--- src/rtl/mppt_pkg.sv ---
// Shared types and constants of the multi-pad peak trigger unit.
// Used by the stream interfaces, the pad engine, the top level and the checker.
package mppt_pkg;

    localparam int PAD_W      = 3;
    localparam int SAMPLE_W   = 12;
    localparam int TIME_W     = 32;
    localparam int SCAN_W     = 16;
    localparam int MASK_W     = 16;
    localparam int CFG_DATA_W = 32;
    localparam int CFG_ADDR_W = 4;

    localparam logic [SAMPLE_W-1:0] THRESHOLD_RESET = 12'd100;
    localparam logic [SCAN_W-1:0]   SCAN_LEN_RESET  = 16'd3;
    localparam logic [MASK_W-1:0]   MASK_LEN_RESET  = 16'd30;

    typedef enum logic [2:0] {
        PH_IDLE    = 3'b001,
        PH_COLLECT = 3'b010,
        PH_MASK    = 3'b100
    } t_phase;

    typedef enum logic [1:0] {
        REG_THRESHOLD = 2'd0,
        REG_SCAN_LEN  = 2'd1,
        REG_MASK_LEN  = 2'd2
    } t_reg_idx;

    typedef struct packed {
        t_phase              phase;
        logic [SAMPLE_W-1:0] peak;
        logic [TIME_W-1:0]   start;
    } t_pad_state;

    typedef struct packed {
        logic [SAMPLE_W-1:0] threshold;
        logic [SCAN_W-1:0]   scan_len;
        logic [MASK_W-1:0]   mask_len;
    } t_cfg;

endpackage

--- src/rtl/mppt_stream_if.sv ---
// Valid/ready stream interfaces for the sample input and the hit output.
// Field widths come from mppt_pkg.
interface mppt_sample_if import mppt_pkg::*; ();
    logic                valid;
    logic                ready;
    logic [PAD_W-1:0]    pad_index;
    logic [SAMPLE_W-1:0] sample;
    logic [TIME_W-1:0]   now_ms;

    modport source (output valid, output pad_index, output sample, output now_ms,
                    input ready);
    modport sink (input valid, input pad_index, input sample, input now_ms,
                  output ready);
endinterface

interface mppt_hit_if import mppt_pkg::*; ();
    logic                valid;
    logic                ready;
    logic [PAD_W-1:0]    hit_pad;
    logic [SAMPLE_W-1:0] peak_value;

    modport source (output valid, output hit_pad, output peak_value, input ready);
    modport sink (input valid, input hit_pad, input peak_value, output ready);
endinterface

--- src/rtl/multi_pad_peak_trigger_unit.sv ---
// Top level of the multi-pad peak trigger unit: input register, per-pad state,
// result register and APB register file. Uses mppt_pkg, the stream interfaces
// and mppt_pad_engine.
//
// The unit takes one sample transfer per clock cycle; only a hit that waits at the
// output holds back the input. A sample's hit, if any, passes through the input
// register and then the result register before the output can take it. Each sample
// does a single read-modify-write of its pad's state registers between the input
// register and the result register, so back-to-back samples of the same pad see
// each other's updates. A pad opens a scan window on a sample above the threshold,
// reports its peak on the first sample at or after the scan length, then ignores
// samples until the mask length has passed. Pads at or above PAD_TOTAL are dropped.
// Thresholds and lengths must be written through the APB port while no sample is
// in flight; the user is bound by this, as the block does not enforce it.
module multi_pad_peak_trigger_unit import mppt_pkg::*; #(
    parameter int PAD_TOTAL   = 8,
    parameter int SAMPLE_BITS = 12
) (
    input  logic                  i_clk,
    input  logic                  i_rst_n,
    mppt_sample_if.sink           i_sample,
    mppt_hit_if.source            o_hit,
    input  logic                  psel,
    input  logic                  penable,
    input  logic                  pwrite,
    input  logic [CFG_ADDR_W-1:0] paddr,
    input  logic [CFG_DATA_W-1:0] pwdata,
    output logic [CFG_DATA_W-1:0] prdata,
    output logic                  pready
);

    localparam int PAD_MAX   = 1 << PAD_W;
    localparam int PAD_DEPTH = (PAD_TOTAL < PAD_MAX) ? PAD_TOTAL : PAD_MAX;
    localparam int PAD_IW    = (PAD_DEPTH > 1) ? $clog2(PAD_DEPTH) : 1;
    localparam logic [PAD_W:0] PAD_LIMIT = (PAD_W+1)'(PAD_DEPTH);
    localparam logic [SAMPLE_W-1:0] SMP_MASK =
        (SAMPLE_BITS >= SAMPLE_W) ? {SAMPLE_W{1'b1}} : SAMPLE_W'((1 << SAMPLE_BITS) - 1);

    t_cfg                r_cfg;
    logic                r_in_valid;
    logic [PAD_W-1:0]    r_in_pad;
    logic [SAMPLE_W-1:0] r_in_sample;
    logic [TIME_W-1:0]   r_in_now;
    logic                r_out_valid;
    logic [PAD_W-1:0]    r_out_pad;
    logic [SAMPLE_W-1:0] r_out_peak;
    t_pad_state          r_pad_state [PAD_DEPTH];

    t_pad_state          cur_state;
    t_pad_state          n_pad_state;
    logic                emit;
    logic                in_range;
    logic                advance;
    logic [PAD_IW-1:0]   pad_idx;
    t_reg_idx            reg_idx;
    logic                cfg_write;

    // ---------------- configuration ----------------
    assign pready    = 1'b1;
    assign reg_idx   = t_reg_idx'(paddr[3:2]);
    assign cfg_write = psel && penable && pwrite;

    always_ff @(posedge i_clk) begin
        if (!i_rst_n) begin
            r_cfg.threshold <= THRESHOLD_RESET;
            r_cfg.scan_len  <= SCAN_LEN_RESET;
            r_cfg.mask_len  <= MASK_LEN_RESET;
        end else if (cfg_write) begin
            case (reg_idx)
                REG_THRESHOLD: r_cfg.threshold <= pwdata[SAMPLE_W-1:0];
                REG_SCAN_LEN:  r_cfg.scan_len  <= pwdata[SCAN_W-1:0];
                REG_MASK_LEN:  r_cfg.mask_len  <= pwdata[MASK_W-1:0];
                default: ;
            endcase
        end
    end

    always_comb begin
        case (reg_idx)
            REG_THRESHOLD: prdata = {{(CFG_DATA_W-SAMPLE_W){1'b0}}, r_cfg.threshold};
            REG_SCAN_LEN:  prdata = {{(CFG_DATA_W-SCAN_W){1'b0}}, r_cfg.scan_len};
            REG_MASK_LEN:  prdata = {{(CFG_DATA_W-MASK_W){1'b0}}, r_cfg.mask_len};
            default:       prdata = '0;
        endcase
    end

    // ---------------- input register ----------------
    // The stage moves on whenever the result register is empty or drains.
    assign advance        = !r_out_valid || o_hit.ready;
    assign i_sample.ready = !r_in_valid || advance;

    always_ff @(posedge i_clk) begin
        if (!i_rst_n) begin
            r_in_valid <= 1'b0;
        end else if (i_sample.ready) begin
            r_in_valid <= i_sample.valid;
        end
    end

    always_ff @(posedge i_clk) begin
        if (i_sample.valid && i_sample.ready) begin
            r_in_pad    <= i_sample.pad_index;
            r_in_sample <= i_sample.sample & SMP_MASK;
            r_in_now    <= i_sample.now_ms;
        end
    end

    // ---------------- per-pad state ----------------
    assign in_range = {1'b0, r_in_pad} < PAD_LIMIT;
    assign pad_idx  = PAD_IW'(r_in_pad);

    always_comb begin
        cur_state = '{phase: PH_IDLE, peak: '0, start: '0};
        if (in_range) begin
            cur_state = r_pad_state[pad_idx];
        end
    end

    mppt_pad_engine u_engine (
        .i_cfg    (r_cfg),
        .i_state  (cur_state),
        .i_sample (r_in_sample),
        .i_now    (r_in_now),
        .o_state  (n_pad_state),
        .o_emit   (emit)
    );

    always_ff @(posedge i_clk) begin
        if (!i_rst_n) begin
            for (int k = 0; k < PAD_DEPTH; k++) begin
                r_pad_state[k] <= '{phase: PH_IDLE, peak: '0, start: '0};
            end
        end else if (r_in_valid && advance && in_range) begin
            r_pad_state[pad_idx] <= n_pad_state;
        end
    end

    // ---------------- result register ----------------
    always_ff @(posedge i_clk) begin
        if (!i_rst_n) begin
            r_out_valid <= 1'b0;
        end else if (advance) begin
            r_out_valid <= r_in_valid && in_range && emit;
        end
    end

    always_ff @(posedge i_clk) begin
        if (advance && r_in_valid && in_range && emit) begin
            r_out_pad  <= r_in_pad;
            r_out_peak <= n_pad_state.peak;
        end
    end

    assign o_hit.valid      = r_out_valid;
    assign o_hit.hit_pad    = r_out_pad;
    assign o_hit.peak_value = r_out_peak;

endmodule

--- src/rtl/mppt_pad_engine.sv ---
// Next-state logic of one pad: scan window, peak tracking and mask timer.
// Purely combinational; depends on mppt_pkg.
module mppt_pad_engine import mppt_pkg::*; (
    input  t_cfg                i_cfg,
    input  t_pad_state          i_state,
    input  logic [SAMPLE_W-1:0] i_sample,
    input  logic [TIME_W-1:0]   i_now,
    output t_pad_state          o_state,
    output logic                o_emit
);

    logic [TIME_W-1:0]   elapsed;
    logic [SAMPLE_W-1:0] max_peak;

    // Time difference wraps modulo 2^32 by construction.
    assign elapsed  = i_now - i_state.start;
    assign max_peak = (i_sample > i_state.peak) ? i_sample : i_state.peak;

    always_comb begin
        o_state = i_state;
        o_emit  = 1'b0;
        case (i_state.phase)
            PH_COLLECT: begin
                o_state.peak = max_peak;
                if (elapsed >= {{(TIME_W-SCAN_W){1'b0}}, i_cfg.scan_len}) begin
                    o_emit        = 1'b1;
                    o_state.start = i_now;
                    o_state.phase = PH_MASK;
                end
            end
            PH_MASK: begin
                if (elapsed >= {{(TIME_W-MASK_W){1'b0}}, i_cfg.mask_len}) begin
                    o_state.peak  = '0;
                    o_state.phase = PH_IDLE;
                end
            end
            default: begin
                // The onset sample only opens the window; it never ends it.
                if (i_sample > i_cfg.threshold) begin
                    o_state.peak  = i_sample;
                    o_state.start = i_now;
                    o_state.phase = PH_COLLECT;
                end
            end
        endcase
    end

endmodule

--- src/flat_wrapper.sv ---
// flat-port wrapper written by rule: the top's interface ports become plain ports
module multi_pad_peak_trigger_unit_flat import mppt_pkg::*;
#(
    parameter int PAD_TOTAL   = 8,
    parameter int SAMPLE_BITS = 12
)
  (i_clk, i_rst_n, psel, penable, pwrite, paddr, pwdata, prdata, pready, i_sample_valid, i_sample_pad_index, i_sample_sample, i_sample_now_ms, i_sample_ready, o_hit_valid, o_hit_hit_pad, o_hit_peak_value, o_hit_ready);
  mppt_sample_if i_sample_i ();
  mppt_hit_if o_hit_i ();
  input  logic i_clk;
  input  logic i_rst_n;
  input  logic psel;
  input  logic penable;
  input  logic pwrite;
  input  logic [CFG_ADDR_W-1:0] paddr;
  input  logic [CFG_DATA_W-1:0] pwdata;
  output logic [CFG_DATA_W-1:0] prdata;
  output logic pready;
  input wire logic [$bits(i_sample_i.valid)-1:0] i_sample_valid;
  input wire logic [$bits(i_sample_i.pad_index)-1:0] i_sample_pad_index;
  input wire logic [$bits(i_sample_i.sample)-1:0] i_sample_sample;
  input wire logic [$bits(i_sample_i.now_ms)-1:0] i_sample_now_ms;
  output wire logic [$bits(i_sample_i.ready)-1:0] i_sample_ready;
  output wire logic [$bits(o_hit_i.valid)-1:0] o_hit_valid;
  output wire logic [$bits(o_hit_i.hit_pad)-1:0] o_hit_hit_pad;
  output wire logic [$bits(o_hit_i.peak_value)-1:0] o_hit_peak_value;
  input wire logic [$bits(o_hit_i.ready)-1:0] o_hit_ready;
  assign i_sample_i.valid = i_sample_valid;
  assign i_sample_i.pad_index = i_sample_pad_index;
  assign i_sample_i.sample = i_sample_sample;
  assign i_sample_i.now_ms = i_sample_now_ms;
  assign i_sample_ready = i_sample_i.ready;
  assign o_hit_valid = o_hit_i.valid;
  assign o_hit_hit_pad = o_hit_i.hit_pad;
  assign o_hit_peak_value = o_hit_i.peak_value;
  assign o_hit_i.ready = o_hit_ready;
  multi_pad_peak_trigger_unit #(.PAD_TOTAL(PAD_TOTAL), .SAMPLE_BITS(SAMPLE_BITS)) u_core (.i_clk(i_clk), .i_rst_n(i_rst_n), .i_sample(i_sample_i), .o_hit(o_hit_i), .psel(psel), .penable(penable), .pwrite(pwrite), .paddr(paddr), .pwdata(pwdata), .prdata(prdata), .pready(pready));
endmodule
--- config.mk ---
export PLATFORM = sky130hd
export DESIGN_NAME = multi_pad_peak_trigger_unit_flat
export DESIGN_NICKNAME = d
export VERILOG_FILES = /design/src/rtl/mppt_pkg.sv /design/src/rtl/mppt_stream_if.sv /design/src/rtl/multi_pad_peak_trigger_unit.sv /design/src/rtl/mppt_pad_engine.sv /design/src/flat_wrapper.sv
export SDC_FILE = /design/constraint.sdc
export NUM_CORES = 1
export LEC_CHECK = 0
export BUFFER_PORTS_ARGS = -buffer_cell sky130_fd_sc_hd__buf_2
export CAP_MARGIN = 30
export CORE_UTILIZATION = 67
export DETAILED_ROUTE_END_ITERATION = 16
export HOLD_SLACK_MARGIN = 0.05
export PLACE_DENSITY = 0.86
export SKIP_CTS_REPAIR_TIMING = 1
export SLEW_MARGIN = 5
export SYNTH_ARGS = -nofsm -noshare
export SYNTH_HDL_FRONTEND = slang
export SYNTH_SLANG_ARGS = --single-unit
--- constraint.sdc ---
create_clock -name i_clk -period 17.3 [get_ports i_clk]
set_input_delay 1.73 -clock i_clk [delete_from_list [all_inputs] [get_ports i_clk]]
set_output_delay 1.73 -clock i_clk [all_outputs]
set_load 0.01 [all_outputs]
==> flow_metrics.tcl <==
set metrics [dict create \
    worstSetupEndpointType "register" \
    synth_edf_count 438 \
    wl_per_cell_um 26.2 \
    hold_class "register to register" \
    start_kind "register" \
    period_share_pct 44.6 \
    design.die.area_um2 38900 \
    synthTopCellsByArea "edfxtp_1, mux4_2, nor3_1, ha_1, dfxtp_1" \
    drt_drc_violations_left 0 \
    synth_common_cells "edfxtp_1, nor3_1, nand2_1, clkbuf_1, mux4_2" \
    htreeDepth 2 \
    cp_num_buf_inv 3 \
    ys_ff_latch 487 \
    hold_violations 0 \
    syn2layout_area_growth_pct 9.01 \
    clockBufferDepth 3 \
    crit_top_cell "buf_4" \
    nFillCells 2299 \
    fin_tns_setup_ns 0 \
    setup_viol 0 \
    synthArstFlopShare_pct 0 \
    netlist_instances 2070 \
    hpwl_um 40600 \
    grt_pass1_wl_um 103000 \
    p_leak_nw 10.1 \
    rsz0062_at_grt "false" \
    seqPwrFrac_pct 46.3 \
    fin_nets 2265 \
    first_pass_iters 8 \
    netSwitchingFraction_pct 27.9 \
    crit_path_top_delay_cell "dfxtp_4" \
    crit_family "simple AND/OR/NAND/NOR gates" \
    synth_flop_cell "edfxtp_1" \
    worst_pin_slew_ns 1.03 \
    synth.most_common_cell "edfxtp_1" \
    synth_area_um2 25600 \
    cts.sink_count 487 \
    path_max_fanout 35 \
    yosys_warnings 0 \
    viasPerCell 6.99 \
    synth_cell_type_count 67 \
    crit_type "register to register" \
    synth_top_area_share_pct 51.5 \
    routed_wl_um 68900 \
    synth_top_area_cell "edfxtp_1" \
    drive_above_1_share_pct 17.3 \
    numPortBuffers 104 \
    synth.avg_cell_area_um2 12.3 \
    num_vias 18400 \
    cts_root_buf "clkbuf_16" \
    grt.total_usage_pct 35.6 \
    power_frac_comb_pct 18.1 \
    clockPowerShare_pct 35.5 \
    p_per_area_nw_per_um2 105 \
    start_util_pct 68.0 \
    cts_tree "yes" \
    post-route-util_pct 74.1 \
    grt_overflow_total 0 \
    place.gp.congestion 0.955 \
    seq_area_frac_synth_pct 55.3 \
    p_int_mw 2.11 \
    worstPathArrival_ns 8.12 \
    fin_skew_ns 0.0292 \
    ir_drop_uv 71.3 \
    grt_antenna_before_repair 1 \
    outcome "complete, no violations" \
    maxSlewHeadroom_pct 31.1 \
    clk_pin_slew_ns 0.06 \
    max_stage_delay_ns 0.77 \
    die_x_um 197 \
    numCtsBuffers 50 \
    first_iter_violations 2285 \
    die_h_um 197 \
    pin_count 140 \
    std_cell_rows 71 \
    diodes 0 \
    drv_cap 0 \
    insertion_delay_ns 0.62 \
    p_switching_uw 818 \
    final.min_clock_period_ns 7.72 \
    core_area_um2 37600 \
    grt_pass1_vias 18300 \
    grt_max_degree 53 \
    ant_nets 0 \
    maxSlewViolCount 0 \
    path_cells "buf_4 -> buf_4 -> mux4_2 -> mux2i_1 -> ha_1 -> nand4_1 -> nor3_1 -> o21ai_0 -> nand3b_1 -> xor2_1 -> ha_1 -> a21o_1 -> a221oi_1 -> o21a_1 -> o211ai_1 -> or4_4 -> buf_4 -> and3b_1 -> nor3_1" \
    cp.required_ns 17.70 \
    timing.fmax_mhz 129 \
]
## through the flow
step / setup WS, ns / hold WS, ns / instances / power (mW) / instance area (um2)
2_1_floorplan: 10.98 / 0.456 / 2085 / 1.75 / 25600
3_3_place_gp: 9.71 / 0.472 / 2540 / 1.87 / 26300
3_5_place_dp: 9.59 / 0.478 / 2544 / 1.89 / 26300
4_1_cts: 9.56 / 0.487 / 2633 / 2.92 / 27900
5_1_grt: 9.18 / 0.504 / 2633 / 3.01 / 27900
6_report: 9.58 / 0.486 / 2633 / 2.93 / 27900
## placed cells by master (no fill, tap or decap), types with 37 or more instances in the layout
master     netlist  routed
inv_1           63      62
a21boi_0        37      37
mux4_2          94      94
nor3_1         269     269
nand2_1        168     159
o31ai_1         52      52
mux2i_1         55      55
nor2_1          64      62
ha_1            89      89
clkbuf_16        0      50
a21oi_1         91      91
buf_2           15     104
edfxtp_1       438     438
o21ai_0         50      50
nand3_1         61      61
dfxtp_1         49      46
## kinds of logic (layout without fill, tap and decap cells)
| kind of cell | count (synthesis) | in the layout | synth area share (%) |
|---|---|---|---|
| AOI/OAI and AO/OA | 380 | 380 | 11.2 |
| xor gates and xnor gates | 18 | 18 | 0.617 |
| adders and majority gates | 90 | 90 | 4.44 |
| buffers and inverters | 244 | 281 | 3.99 |
| DFF | 487 | 487 | 55.3 |
| muxes | 160 | 160 | 10.9 |
| other | 2 | 17 | 0.0294 |
| and+or+nand+nor | 689 | 689 | 13.5 |
## per-layer routing
layer  vias to the layer above  GRT usage, %  wire (um)
met3                       229          7.55       7840
met2                      1299          58.5      33200
met5                         -             0          0
met1                      8942          45.4      24900
met4                         0          16.7       3050
li1                       7937             -          -
## state kept, by name (all words and copies together), names as in the netlist, named ones only
| register | cells |
|---|---|
| u_core.r_pad_state | 376 |
| u_core.o_hit.valid | 1 |
| u_core.o_hit.hit_pad | 3 |
| u_core.r_cfg | 44 |
| u_core.r_in_now | 32 |
| u_core.r_in_valid | 1 |
| u_core.o_hit.peak_value | 12 |
| u_core.r_in_sample | 12 |
| u_core.pad_idx | 3 |
## worst reg2reg max path: cells and delay by family, from the launching register on
| kind | cells | cell delay, ns |
|---|---|---|
| AOI/OAI and AO/OA | 5 | 1.07 |
| DFF | 1 | 0.77 |
| adders and majority gates | 2 | 0.68 |
| and+or+nand+nor | 6 | 1.94 |
| xor gates and xnor gates | 1 | 0.32 |
| buffers and inverters | 3 | 1.82 |
| muxes | 2 | 0.91 |
## cell type report
cell class	instances	area [um2]	share of cell area [%]
tap	511	639	2.29
clock buffer	67	1340	4.79
inverter	63	236	0.849
multi-input combinational	1354	10600	37.9
sequential	487	14100	50.8
clock inverter	22	201	0.723
timing repair buffer	129	749	2.69
## worst paths after layout
| kind | from | to | slack (ns) | cells after the start |
|---|---|---|---|---|
| setup reg to reg | register | u_core.r_pad_state[5][10]$_SDFFCE_PN0P_ | 9.58 | 19 |
| hold reg to reg | u_core.r_cfg[7]$_SDFFE_PN0P_ | u_core.r_cfg[7]$_SDFFE_PN0P_ | 0.49 | 2 |
| hold / removal | u_core.r_cfg[7]$_SDFFE_PN0P_ | u_core.r_cfg[7]$_SDFFE_PN0P_ | 0.49 | 2 |
| setup / recovery | register | u_core.r_pad_state[5][10]$_SDFFCE_PN0P_ | 9.58 | 19 |
## power groups by stage
stage / sequential, mW / clock (mW) / combinational (mW)
after floorplan: 1.36 / 0 / 0.385
after global placement: 1.38 / 0 / 0.493
after detailed placement: 1.38 / 0 / 0.513
after CTS: 1.36 / 1.04 / 0.519
after global routing: 1.36 / 1.08 / 0.567
final: 1.36 / 1.04 / 0.531
No activity file was read; power rests on OpenSTA's default activity.
